$ cat config.mk
export PLATFORM = sky130hd
export DESIGN_NAME = plsn_ram
export DESIGN_NICKNAME = d
export VERILOG_FILES = /design/src/design/plsn_ram.sv
export SDC_FILE = /design/constraint.sdc
export NUM_CORES = 1
export LEC_CHECK = 0
export BUFFER_PORTS_ARGS = -buffer_cell sky130_fd_sc_hd__clkbuf_2
export CORE_MARGIN = 2
export CORE_UTILIZATION = 55
export CTS_CLUSTER_SIZE = 20
export DETAILED_ROUTE_END_ITERATION = 6
export GPL_TIMING_DRIVEN = 0
export PLACE_DENSITY = 0.71
export SYNTH_ARGS = -nofsm -noshare
export SYNTH_HDL_FRONTEND = slang
export SYNTH_SLANG_ARGS = --single-unit
$ cat constraint.sdc
create_clock -name clk -period 2.7 [get_ports clk]
set_clock_uncertainty 0.15 [all_clocks]
set_input_delay 0.54 -clock clk [delete_from_list [all_inputs] [get_ports clk]]
set_output_delay 0.54 -clock clk [all_outputs]
set_load 0.05 [all_outputs]
$ cat src/design/plsn_ram.sv
module plsn_ram #(
    parameter int WIDTH = 8,
    parameter int DEPTH = 16
) (
    input  logic                     clk,
    input  logic                     we,
    input  logic [$clog2(DEPTH)-1:0] waddr,
    input  logic [WIDTH-1:0]         wdata,
    input  logic                     re,
    input  logic [$clog2(DEPTH)-1:0] raddr,
    output logic [WIDTH-1:0]         rdata
);

    logic [WIDTH-1:0] mem [DEPTH];

    // One write port and one registered read port; read data holds without a read.
    always_ff @(posedge clk)
    begin
        if (we)
        begin
            mem[waddr] <= wdata;
        end
        if (re)
        begin
            rdata <= mem[raddr];
        end
    end

endmodule

==> results.md, run 1 <==
Cells and area:
- From synthesis to final layout, the design area changed by 17.4%.
- 0 antenna diodes ended up in the layout.
- The fraction of layout instances using a drive strength above 1 is 29.0%.
- The final instance count without filler cells is 415.
- The area of all placed cells without fillers is 6140 um^2.
- The net count of the finished layout is 292.

Clock tree:
- The clock tree from TritonCTS is done.
- The clock-pin transition on the worst setup and hold timing paths is 60 ps.
- The H-tree was split into 4 levels.
- The count of hold-fix buffers inserted at cts is 0.
- The number of clock buffers added by TritonCTS is 17.
- At the later pin of the worst-skew pair, clock insertion delay measures 510 ps.
- The clock sink count is 136.
- The buffer count from post-CTS setup fixing is 0.
- The CTS root buffer is sky130_fd_sc_hd__clkbuf_8.
- The number of gates resized after CTS was 0.
- Counting along the longest clock path gives a buffer depth of 2.

Die:
- The number of top-level design ports is 27.
- The core region area is 9240 um^2.
- In this run the horizontal extent of the chip is 101 um.
- The die boundary height is 101 um.
- The starting utilization of the core area is 56.6%.
- The die covers 10,300 um^2.
- The placement row count is 35.

STA:
- Setup repair after global routing left no endpoint under its margin.
- Hold is met by 267 ps.
- The final-report hold violation count is 0.
- For the final routed database, the setup TNS stands at 0 ps.
- The least setup slack across all paths after layout is 504 ps.
- Setup violations remaining at the end of the flow were counted as 0.
- The relative max-transition margin is 13.5%.
- The minimum clock period is 2200 ps.
- The slew at the pin closest to its max-slew limit is 1290 ps.
- The max-slew violation count came to 0.
- The final cycle utilization of the critical path is 81.3%.
- Static timing analysis puts the maximum clock frequency at 0.455 GHz.

Drt:
- In the routed design, unresolved DRC markers number 0.
- The total via count in the routed design is 2,416.
- Summed over all layers, the routed wires come to 9450 um.
- The count of nets left with antenna violations once routing finished came out at 0.
- The first-pass iteration count of the detailed router is 5.
- The via density per instance is 5.82.
- The first routing iteration left 255 violations.
- The routed wirelength normalized by instance count is 22.8 um.

Synth:
- The largest total area in the synthesized netlist belongs to sky130_fd_sc_hd__edfxtp_1.
- The fraction of post-synthesis cell area in the top cell type by area is 78.1%.
- The number of warnings reported in the yosys synthesis log is 0.
- The number of distinct library cells after synthesis is 18.
- After synthesis the netlist holds a flip-flop and latch count of 136.
- The sequential-to-total area share from yosys stat is 78.1%.
- Summing every instance area after synthesis gives 5230 um^2.
- Counting every instance in the synthesized netlist gives 229.
- Ranked by total cell area, the synthesized netlist is headed by sky130_fd_sc_hd__edfxtp_1 (78%), sky130_fd_sc_hd__mux4_2 (7.8%), sky130_fd_sc_hd__mux4_1 (7.0%), sky130_fd_sc_hd__a22oi_1 (2.3%), sky130_fd_sc_hd__nor2_1 (0.93%).
- Dividing the synthesized area by the synthesized cell count gives 22.8 um^2.
- The number of nets produced by synthesis is 248.

Placement:
- At the end of routability-driven placement, the weighted congestion stood at 0.706.
- The total of buffers placed on input and output ports is 25.
- The detailed-placement wirelength estimate is 5870 um.
- Once placement finished, the instance area stood at 5510 um^2.
- The cell count after placement is 383.
- Before CTS, the worst setup slack after placement is -78.9 ps.

Setup path:
- Of all nets on the critical path, the largest fanout is 8.
- The type of origin of the critical path is an input port.
- The critical path in this run is classified as input port to flop.
- The worst register-to-register path ends at rdata[0].
- Traced cell by cell, the critical path runs through clkbuf_2 > or3b_2 > nor3_1.
- The setup check on the worst reg-to-reg path leaves a slack of 970 ps.
- The beginning of the worst register-to-register path is mem[5][0].
- The worst path required time is 2670 ps.
- The endpoint arrival time on the critical path is 2170 ps.
- The critical path endpoint category is a flop.
- The delay of the slowest cell on the worst path is 980 ps.
- The worst-path cell with the longest stage delay is sky130_fd_sc_hd__nor3_1.
- The worst register-to-register path has a depth of 3.

Pwr:
- Sequential cells account for 47.5% of the total power.
- The switching power is 979 uW.
- The combinational share of power is 5.0%.
- The leakage power summed over all cells is 0.00205 uW.
- The clock network burns 47.5% of the power.
- The internal portion of total power is 4060 uW.
- Power spread over the standard cell area amounts to 820 nW/um^2.
- The switching part of the total is 19.4%.
- VDD sags by at most 0.628 mV.

Worst hold path:
- The classification of the worst-slack hold path is input port to flop.
- The worst hold path terminates at rdata[0].
- The startpoint identified for the worst hold timing path is re.
- The number of cells on the worst hold path is 1.

GRT:
- The global-route wire length before repair is 14,200 um.
- The pin count of the biggest net entering global routing is 17.
- Global routing used 20.8% of the available tracks across all layers.
- The number of global-route vias before repair is 2,346.
- The number of antenna violations at the first check in global routing came to 0.
- The final global-route overflow total is 0.

Run:
- The number of max-cap violations is 0.

Run status:
- The flow ran to the end, and the final reports show no timing, DRC or antenna violations.
==> power by group through the flow <==
stage / Combinational (uW) / Clock [uW] / Sequential, uW
global placement: 249 / 0 / 2430
finish: 253 / 2390 / 2390
floorplan: 120 / 0 / 2470
CTS: 256 / 2420 / 2390
detailed placement: 255 / 0 / 2430
global route: 271 / 2520 / 2390
==> per-layer routing <==
| metal | vias to the layer above | global-route usage, % | part of all wire, % |
|---|---|---|---|
| li1 | 1069 | - | - |
| met1 | 1234 | 30.1 | 43 |
| met2 | 104 | 30.6 | 49 |
| met3 | 9 | 6.21 | 6.2 |
| met4 | 0 | 8.21 | 1.2 |
| met5 | - | 0 | 0 |
==> flip-flops by register name, summed over array words and instances (netlist names) <==
signal  count
rdata       8
mem       128
==> layout make-up <==
type / instances / area (um^2)
buffer: 10 / 86.3
sequential: 136 / 4080
clock buffer: 19 / 422
fill: 578 / 3100
multi-input combinational: 83 / 1060
timing repair buffer: 25 / 125
tap: 129 / 161
clock inverter: 13 / 203
==> worst max-delay path: cells and delay by family <==
kind	cells	cell delay (ps)
AND/OR/NAND/NOR	2	1510
buffers and inverters	1	100
==> kinds of logic (layout without fill, tap and decap cells) <==
kind of cell | count (synthesis) | after routing | share of synthesized area, %
compound gates | 16 | 16 | 2.30
buf+inv | 10 | 67 | 1.65
flops | 136 | 136 | 78.1
mux | 32 | 32 | 14.8
simple gates | 35 | 35 | 3.14
==> synthesized netlist by cell type, drive strengths merged <==
| cell type | n |
|---|---|
| nand2 | 9 |
| nor2 | 13 |
| nand2b | 2 |
| or3b | 1 |
| and2 | 1 |
| edfxtp | 136 |
| nor3 | 4 |
| buf | 7 |
| mux4 | 32 |
| a22oi | 16 |
| nor2b | 1 |
| nand3b | 2 |
| nand3 | 1 |
| clkdlybuf4s25 | 3 |
| and2b | 1 |
==> through the flow <==
step	util (%)	total power, uW
6_report	66.4	5040
3_3_place_gp	59.7	2680
3_5_place_dp	59.7	2690
2_1_floorplan	-	2590
5_1_grt	66.4	5180
4_1_cts	66.4	5060
==> cell usage in the layout, fill, tap and decap left out, types with 3 or more instances in the layout <==
cell type,instances
sky130_fd_sc_hd__bufinv_16,5
sky130_fd_sc_hd__clkbuf_2,25
sky130_fd_sc_hd__a22oi_1,16
sky130_fd_sc_hd__edfxtp_1,136
sky130_fd_sc_hd__mux4_1,14
sky130_fd_sc_hd__clkdlybuf4s25_2,3
sky130_fd_sc_hd__nor2_1,13
sky130_fd_sc_hd__clkbuf_16,16
sky130_fd_sc_hd__buf_2,3
sky130_fd_sc_hd__nand2_1,9
sky130_fd_sc_hd__nor3_1,4
sky130_fd_sc_hd__clkinvlp_4,4
sky130_fd_sc_hd__buf_6,3
sky130_fd_sc_hd__mux4_2,18
==> worst max path at each step <==
stage | endpoint | from | slack [ps] | depth (start not counted)
6_report | mem[0][2] | waddr[2] | 500 | 3
2_1_floorplan | mem[0][0] | waddr[2] | 520 | 2
3_5_place_dp | mem[0][3] | waddr[2] | -80 | 3
3_3_place_gp | mem[0][4] | waddr[2] | -40 | 3
5_1_grt | mem[0][1] | waddr[2] | 400 | 3
4_1_cts | mem[0][2] | waddr[2] | 450 | 3
Power figures use the tool's default switching activity.
==> inputs of run 2 (changes only) <==
ABC_AREA = 1   (was not set)
PLACE_DENSITY = 0.73   (was 0.71)
clock period = 1.95 ns   (was 2.7 ns; I/O delays follow)
==> results.md, run 2 <==
Synth:
- For this run, the leading register cell type out of synthesis is sky130_fd_sc_hd__edfxtp_1.
- The synthesized design contains 136 enable-type register cells.
- The share of the Yosys chip area taken by registers is 69.8%.
- The post-synth design cell area is 5850 um^2.
- The mean instance size in the synthesized netlist is 10.6 um^2.
- The count of state elements after synthesis is 136.
- The number of distinct library cells after synthesis is 11.
- The most area-hungry cell type in the Yosys netlist is sky130_fd_sc_hd__edfxtp_1.
- The number of warnings reported in the yosys synthesis log is 0.
- sky130_fd_sc_hd__nand2_1 is the most common cell in the netlist.
- Ranked by instance count, the synthesized netlist is headed by sky130_fd_sc_hd__nand2_1 (173), sky130_fd_sc_hd__edfxtp_1 (136), sky130_fd_sc_hd__inv_1 (100).
- The number of nets produced by synthesis is 570.
- Synthesis handed over a netlist of 551 instances.
- By area the synthesized netlist is led by sky130_fd_sc_hd__edfxtp_1 (70%), sky130_fd_sc_hd__nand2_1 (11%), sky130_fd_sc_hd__nand3_1 (8.3%), sky130_fd_sc_hd__inv_1 (6.4%), sky130_fd_sc_hd__buf_6 (1.2%).
- The fraction of post-synthesis cell area in the top cell type by area is 69.8%.
- Counting flops with an async set or reset pin after synthesis yields a share of 0%.

Pwr:
- Combinational logic burns 6.6% of the power.
- The relative contribution of the clock network to total power is 47.1%.
- The leakage power summed over all cells is 0.00292 uW.
- IR analysis of the VDD net gives a maximum drop of 0.697 mV.
- The internal power of the cells totals 5600 uW.
- The sequential share of power is 46.4%.
- The power density over cell area is 1060 nW/um^2.
- In this run switching power makes up 21.5% of total power.
- The switching power is 1540 uW.

Setup path:
- The cell family contributing the most delay on the critical path is flip-flops.
- Tracing the worst setup path back leads to its startpoint at rdata[4].
- For this design, the slowest cell found on the critical path is sky130_fd_sc_hd__edfxtp_1.
- The delay of the slowest cell on the worst path is 360 ps.
- The number of buffer and inverter stages on the critical path is 1.
- The maximum fanout along the worst path is 1.
- Data on the critical path arrives at its endpoint at 1140 ps.
- The critical path in this run is classified as flop to primary output.
- For the worst setup path, the data required time is 1410 ps.
- STA classifies the critical path endpoint as a primary output.
- The worst register-to-register path has a setup slack of 620 ps.
- The signal on the critical path passes through clkbuf_2.
- The beginning of the worst register-to-register path is mem[0][5].
- The type of origin of the critical path is a flop.

GRT:
- The highest-utilization routing layer at the global route stage is met2.
- The met3 track demand over resource in global routing is 6.81%.
- The pin count of the biggest net entering global routing is 17.
- The first global-routing pass estimated 20,800 um of wire.
- The number of antenna violations at the first check in global routing came to 0.
- The number of global-route vias before repair is 3,824.
- In the global route stage, overall resource usage came out at 25.6%.
- The routing usage on met1 is 35.5%.
- The total overflow left after global routing is 0.
- In the global route stage, met2 resource usage came out at 37.7%.

Cells and area:
- The library cells used most frequently in the layout, excluding fill and tap cells, are sky130_fd_sc_hd__nand2_1 (173), sky130_fd_sc_hd__edfxtp_1 (136), sky130_fd_sc_hd__inv_1 (100).
- For this run, the post-layout net count is 612.
- The count of inserted antenna diode cells is 0.
- The multi-input combinational cell area is 1210 um^2.
- The area growth from synthesis to layout is 15.5%.
- The area of all placed cells without fillers is 6750 um^2.
- Once layout is complete, the utilization of the core stands at 65.4%.
- The layout filler cell count is 785.
- The library cell used most frequently in the layout, excluding fill and tap cells, is sky130_fd_sc_hd__nand2_1.
- The largest registers in the layout are mem: 128 flops, rdata: 8 flops.
- The fraction of layout instances using a drive strength above 1 is 12.9%.
- In the final layout, flip-flops and latches occupy 4080 um^2.
- The number of flip-flops in the largest register is 128.
- mem holds more flip-flops than any other register.

Placement:
- The detailed-placement wirelength estimate is 8650 um.
- The final RePlAce weighted congestion is 0.909.
- Port buffering added 23 buffers.
- In this run the cell area measured after placement is 6130 um^2.

Drt:
- In the routed design, unresolved DRC markers number 0.
- The violation count after the first detailed-routing iteration is 480.
- After detailed routing, the average wire length per cell comes to 18.2 um.
- The total via count in the routed design is 3,998.
- After detailed routing, the total wire length is 13,500 um.
- Dividing the detail-routed via count by the number of cells gives 5.39.
- The first detailed-routing pass took 5 iterations.
- The post-detailed-route count of antenna-violating nets is 0.

Clock tree:
- The CTS root buffer is sky130_fd_sc_hd__clkbuf_8.
- The maximum number of buffers from clock root to sink is 2.
- In this run, CTS created clock tree buffers numbering 17.
- For the worst-skew pair, the clock arrives at the later sink with an insertion delay of 540 ps.
- After clock tree synthesis, the repair step resized 0 gates.
- The buffer count from post-CTS setup fixing is 0.
- The clock sink count is 136.
- After clock tree synthesis, the clock-pin slew on the worst setup and hold paths is 60 ps.
- The H-tree generated during clock tree synthesis spans 4 levels.
- The count of hold-fix buffers inserted at cts is 0.
- The clock tree from TritonCTS is done.

Die:
- The core region is 10,300 um^2.
- In this run the vertical extent of the chip is 107 um.
- 27 I/O pins were placed.
- The die covers 11,500 um^2.
- After floorplanning, the core was divided into 37 placement rows.
- For this configuration, the core starts out at a cell density of 56.6%.
- Measured along the x axis, the die boundary spans 107 um.

STA:
- Derived from the worst setup path, the maximum achievable clock frequency is 0.594 GHz.
- The slew at the pin closest to its max-slew limit is 926 ps.
- The max-slew violation count is 0.
- Headroom to the max-slew limit came out at 38.0%.
- The final-report hold violation count is 0.
- The minimum clock period is 1680 ps.
- The worst path uses 86.3% of the clock period.
- The setup violation total in the final timing report is 0.
- Setup repair after global routing left no endpoint under its margin.

Worst hold path:
- The startpoint of the lowest-slack hold path is re.
- The worst hold path belongs to the class input port to flop.

Run:
- The number of max-cap violations is 0.

Run status:
- The flow ran to the end, and the final reports show no timing, DRC or antenna violations.
==> run 2: final timing paths <==
check / to / cells past startpoint
max: rdata[4] / 1
min: rdata[3] / 1
max reg2reg: rdata[5] / 6
min reg2reg: rdata[6] / 6
==> run 2: power by group through the flow <==
stage                     Clock [uW]  Combinational, uW  Sequential (uW)
after detailed placement           0                459             3370
final                           3360                469             3310
after floorplan                    0                231             3420
after global routing            3480                509             3310
after global placement             0                449             3370
after CTS                       3360                463             3310
==> run 2: logic make-up after synthesis <==
logic type | share of synthesized area, %
DFF | 69.8
buffers and inverters | 9.39
and+or+nand+nor | 20.8
==> run 2: final cells by class <==
| type | instances | area share [%] |
|---|---|---|
| well taps | 136 | 2.52 |
| multi-input cells | 289 | 18.0 |
| inverters | 102 | 5.67 |
| clock buffers | 17 | 6.13 |
| clock inverters | 15 | 3.08 |
| plain buffers | 24 | 2.46 |
| flip-flops and latches | 136 | 60.5 |
| repair buffers | 23 | 1.70 |
==> run 2: stage by stage <==
stage                     instances  worst slack (ps)  setup TNS (ps)  power [uW]  hold slack [ps]
after floorplan                 551               459               0        3650              339
after global placement          710             -31.9            -780        3820              581
after detailed placement        710             -80.4           -1950        3830              596
after CTS                       742               252               0        7130             47.6
after global routing            742               234               0        7300             59.7
final                           742               268               0        7140             48.8
==> run 2: metal layers <==
| layer | wire length (um) | share of wire, % | vias to the layer above |
|---|---|---|---|
| met5 | 0 | 0 | - |
| met4 | 423 | 3.1 | 0 |
| met3 | 1490 | 11 | 38 |
| met2 | 6150 | 46 | 215 |
| met1 | 5410 | 40 | 1874 |
| li1 | - | - | 1871 |
==> inputs of run 3 (changes only) <==
RECOVER_POWER = 100   (was not set)
==> results.md, run 3 (same netlist as run 2, synthesis figures left out) <==
Run status:
- The flow ran to the end, and the final reports show no timing, DRC or antenna violations.

Worst hold path:
- The worst hold path begins at re.
- The classification of the worst-slack hold path is input port to flop.

Pwr:
- The relative contribution of the clock network to total power is 47.1%.
- The sequential share of power is 46.4%.
- Per report_power, the combinational group accounts for 6.5% of the total.
- Net switching is 21.5% of the power.
- For this design the ratio of total power to cell area is 1060 nW/um^2.
- The maximum vdd drop is 0.698 mV.
- Summed over all nets, the switching power comes to 1540 uW.
- The leakage power summed over all cells is 0.00288 uW.
- The internal portion of total power is 5600 uW.

Clock tree:
- The number of H-tree levels is 4.
- The clock sink count is 136.
- The tree is rooted in a sky130_fd_sc_hd__clkbuf_8.
- The maximum number of buffers from clock root to sink is 2.
- The clock tree from TritonCTS is done.
- Counting the buffers created by CTS gives 17.
- After clock tree synthesis, the setup repair step added 0 buffers.
- After clock tree synthesis, the repair step resized 0 gates.
- The count of hold-fix buffers inserted at cts is 0.
- After clock tree synthesis, the clock-pin slew on the worst setup and hold paths is 60 ps.
- The clock insertion delay at the later pin of the skew report is 530 ps.

STA:
- The setup violation total in the final timing report is 0.
- Setup repair after global routing left no endpoint under its margin.
- The slew at the pin closest to its max-slew limit is 942 ps.
- The timing-limited maximum frequency is 0.587 GHz.
- The final-report hold violation count was 0.
- Measured against its own limit, the worst slew margin works out to 37.2%.
- The max-slew violation count came to 0.
- For the finished layout, the period the worst path requires is 1700 ps.
- Of the available clock period, the critical path in the final layout requires 87.3%.

GRT:
- The overall fraction of global-route tracks in use is 25.6%.
- Entering global routing, the biggest net connects 17 pins.
- The number of global-route vias before repair is 3,824.
- The global-route wire length before repair is 20,800 um.
- The number of antenna violations at the first check in global routing is 0.
- For this run the aggregate overflow at the end of global routing stands at 0.

Placement:
- The detailed-placement wirelength estimate is 8650 um.
- The total of buffers placed on input and output ports is 23.
- Routability-driven placement finished with a final weighted congestion of 0.909.
- The placed instance area is 6130 um^2.

Cells and area:
- mem holds more flip-flops than any other register.
- The count of inserted antenna diode cells is 0.
- The net count reported at finish is 612.
- The synthesis-to-finish area growth is 15.2%.
- The library cell used most frequently in the layout, excluding fill and tap cells, is sky130_fd_sc_hd__nand2_1.
- The final cell utilization of the core is 65.2%.
- The area of all placed cells without fillers is 6740 um^2.
- The number of flip-flops in the largest register is 128.
- The top cell types in the final layout, fill and taps aside, are sky130_fd_sc_hd__nand2_1 (173), sky130_fd_sc_hd__edfxtp_1 (136), sky130_fd_sc_hd__inv_1 (101).
- In the final layout, the registers with the most flip-flops are mem: 128 flops, rdata: 8 flops.
- The fraction of layout instances using a drive strength above 1 is 10.2%.

Setup path:
- Traced cell by cell, the critical path runs through clkbuf_1 > inv_1 > clkbuf_1 > nand2_1 > nand3_1 > nand3_1 > nand3_1 > nand2_1.
- The kind of cell with the highest combined delay along the critical path is buffers and inverters.
- STA classifies the critical path endpoint as a flop.
- Of all nets on the critical path, the largest fanout is 10.
- Tracing the worst setup path back leads to its startpoint at raddr[0].
- The critical path in this run is classified as input port to flop.
- The cell count along the critical path is 8.
- The worst path required time is 2080 ps.
- The number of cells on the worst reg-to-reg path is 6.
- The most prevalent standard cell on the critical path is sky130_fd_sc_hd__nand3_1.
- The critical path contains buffers and inverters numbering 3 combined.
- The worst setup path is launched from an input port.
- The endpoint arrival time on the critical path is 1830 ps.
- The endpoint identified for the worst register-to-register timing path is rdata[5].
- The setup check on the worst reg-to-reg path leaves a slack of 620 ps.
- The worst register-to-register path begins at mem[0][5].
- The worst-path cell with the longest stage delay is sky130_fd_sc_hd__clkbuf_1.
- The endpoint of the most critical setup path is rdata[5].
- For this run, the slowest stage of the critical path takes 550 ps.

Drt:
- The detailed router placed 4,006 vias in this run.
- Dividing the detail-routed via count by the number of cells gives 5.40.
- The first-pass iteration count of the detailed router is 6.
- Dividing the detail-routed wire length by the instance count gives 18.1 um.
- The post-detailed-route count of antenna-violating nets is 0.
- Summed over all layers, the routed wires come to 13,400 um.
- The detailed router finished its first iteration with 463 violations.
- The detailed-route DRC error count is 0.

Run:
- The number of max-cap violations is 0.

Die:
- The die width is 107 um.
- The die covers 11,500 um^2.
- The core region area is 10,300 um^2.
- The die boundary height is 107 um.
- The initial utilization of the core area, before any placement, comes to 56.6%.
- 27 I/O pins were placed.
- The placement row count is 37.
==> run 3: cell types whose count changed in the layout (fill, tap and decap cells not counted), sizes merged <==
cell    change
clkbuf      +1
buf         -1
==> run 3: layout make-up <==
cell class	count	area, um^2
Sequential cell	136	4080
Multi-Input combinational cell	289	1210
Inverter	102	383
Clock inverter	15	208
Timing Repair Buffer	23	97.6
Clock buffer	17	414
Tap cell	136	170
Buffer	24	165
Fill cell	794	3590
==> run 3: how the worst min path moves through the flow <==
stage / end / slack [ps] / cells after the start
2_1_floorplan: mem[0][0] / 340 / 0
3_3_place_gp: rdata[5] / 580 / 1
3_5_place_dp: rdata[4] / 600 / 1
4_1_cts: rdata[4] / 50 / 1
5_1_grt: rdata[3] / 130 / 1
6_report: rdata[2] / 120 / 1
==> run 3: through the flow <==
step | setup WS [ps] | setup TNS, ps | power [uW] | instances | hold WS, ps
after floorplan | 459 | 0 | 3650 | 551 | 339
after global placement | -31.9 | -780 | 3820 | 710 | 581
after detailed placement | -80.4 | -1950 | 3830 | 710 | 596
after CTS | 252 | 0 | 7130 | 742 | 47.6
after global routing | 186 | 0 | 7300 | 742 | 127
final | 247 | 0 | 7130 | 742 | 117
==> run 3: power by group through the flow <==
stage	registers, uW	clock network [uW]	logic (uW)
final	3310	3360	463
after floorplan	3420	0	231
after global placement	3370	0	449
after global routing	3320	3480	504
after CTS	3310	3360	463
after detailed placement	3370	0	459
==> run 3: layer usage <==
layer  GRT usage, %  routed length, um
met1           35.5               5530
met2           37.7               6120
met5              0                  0
met3           6.81               1330
met4           12.0                434
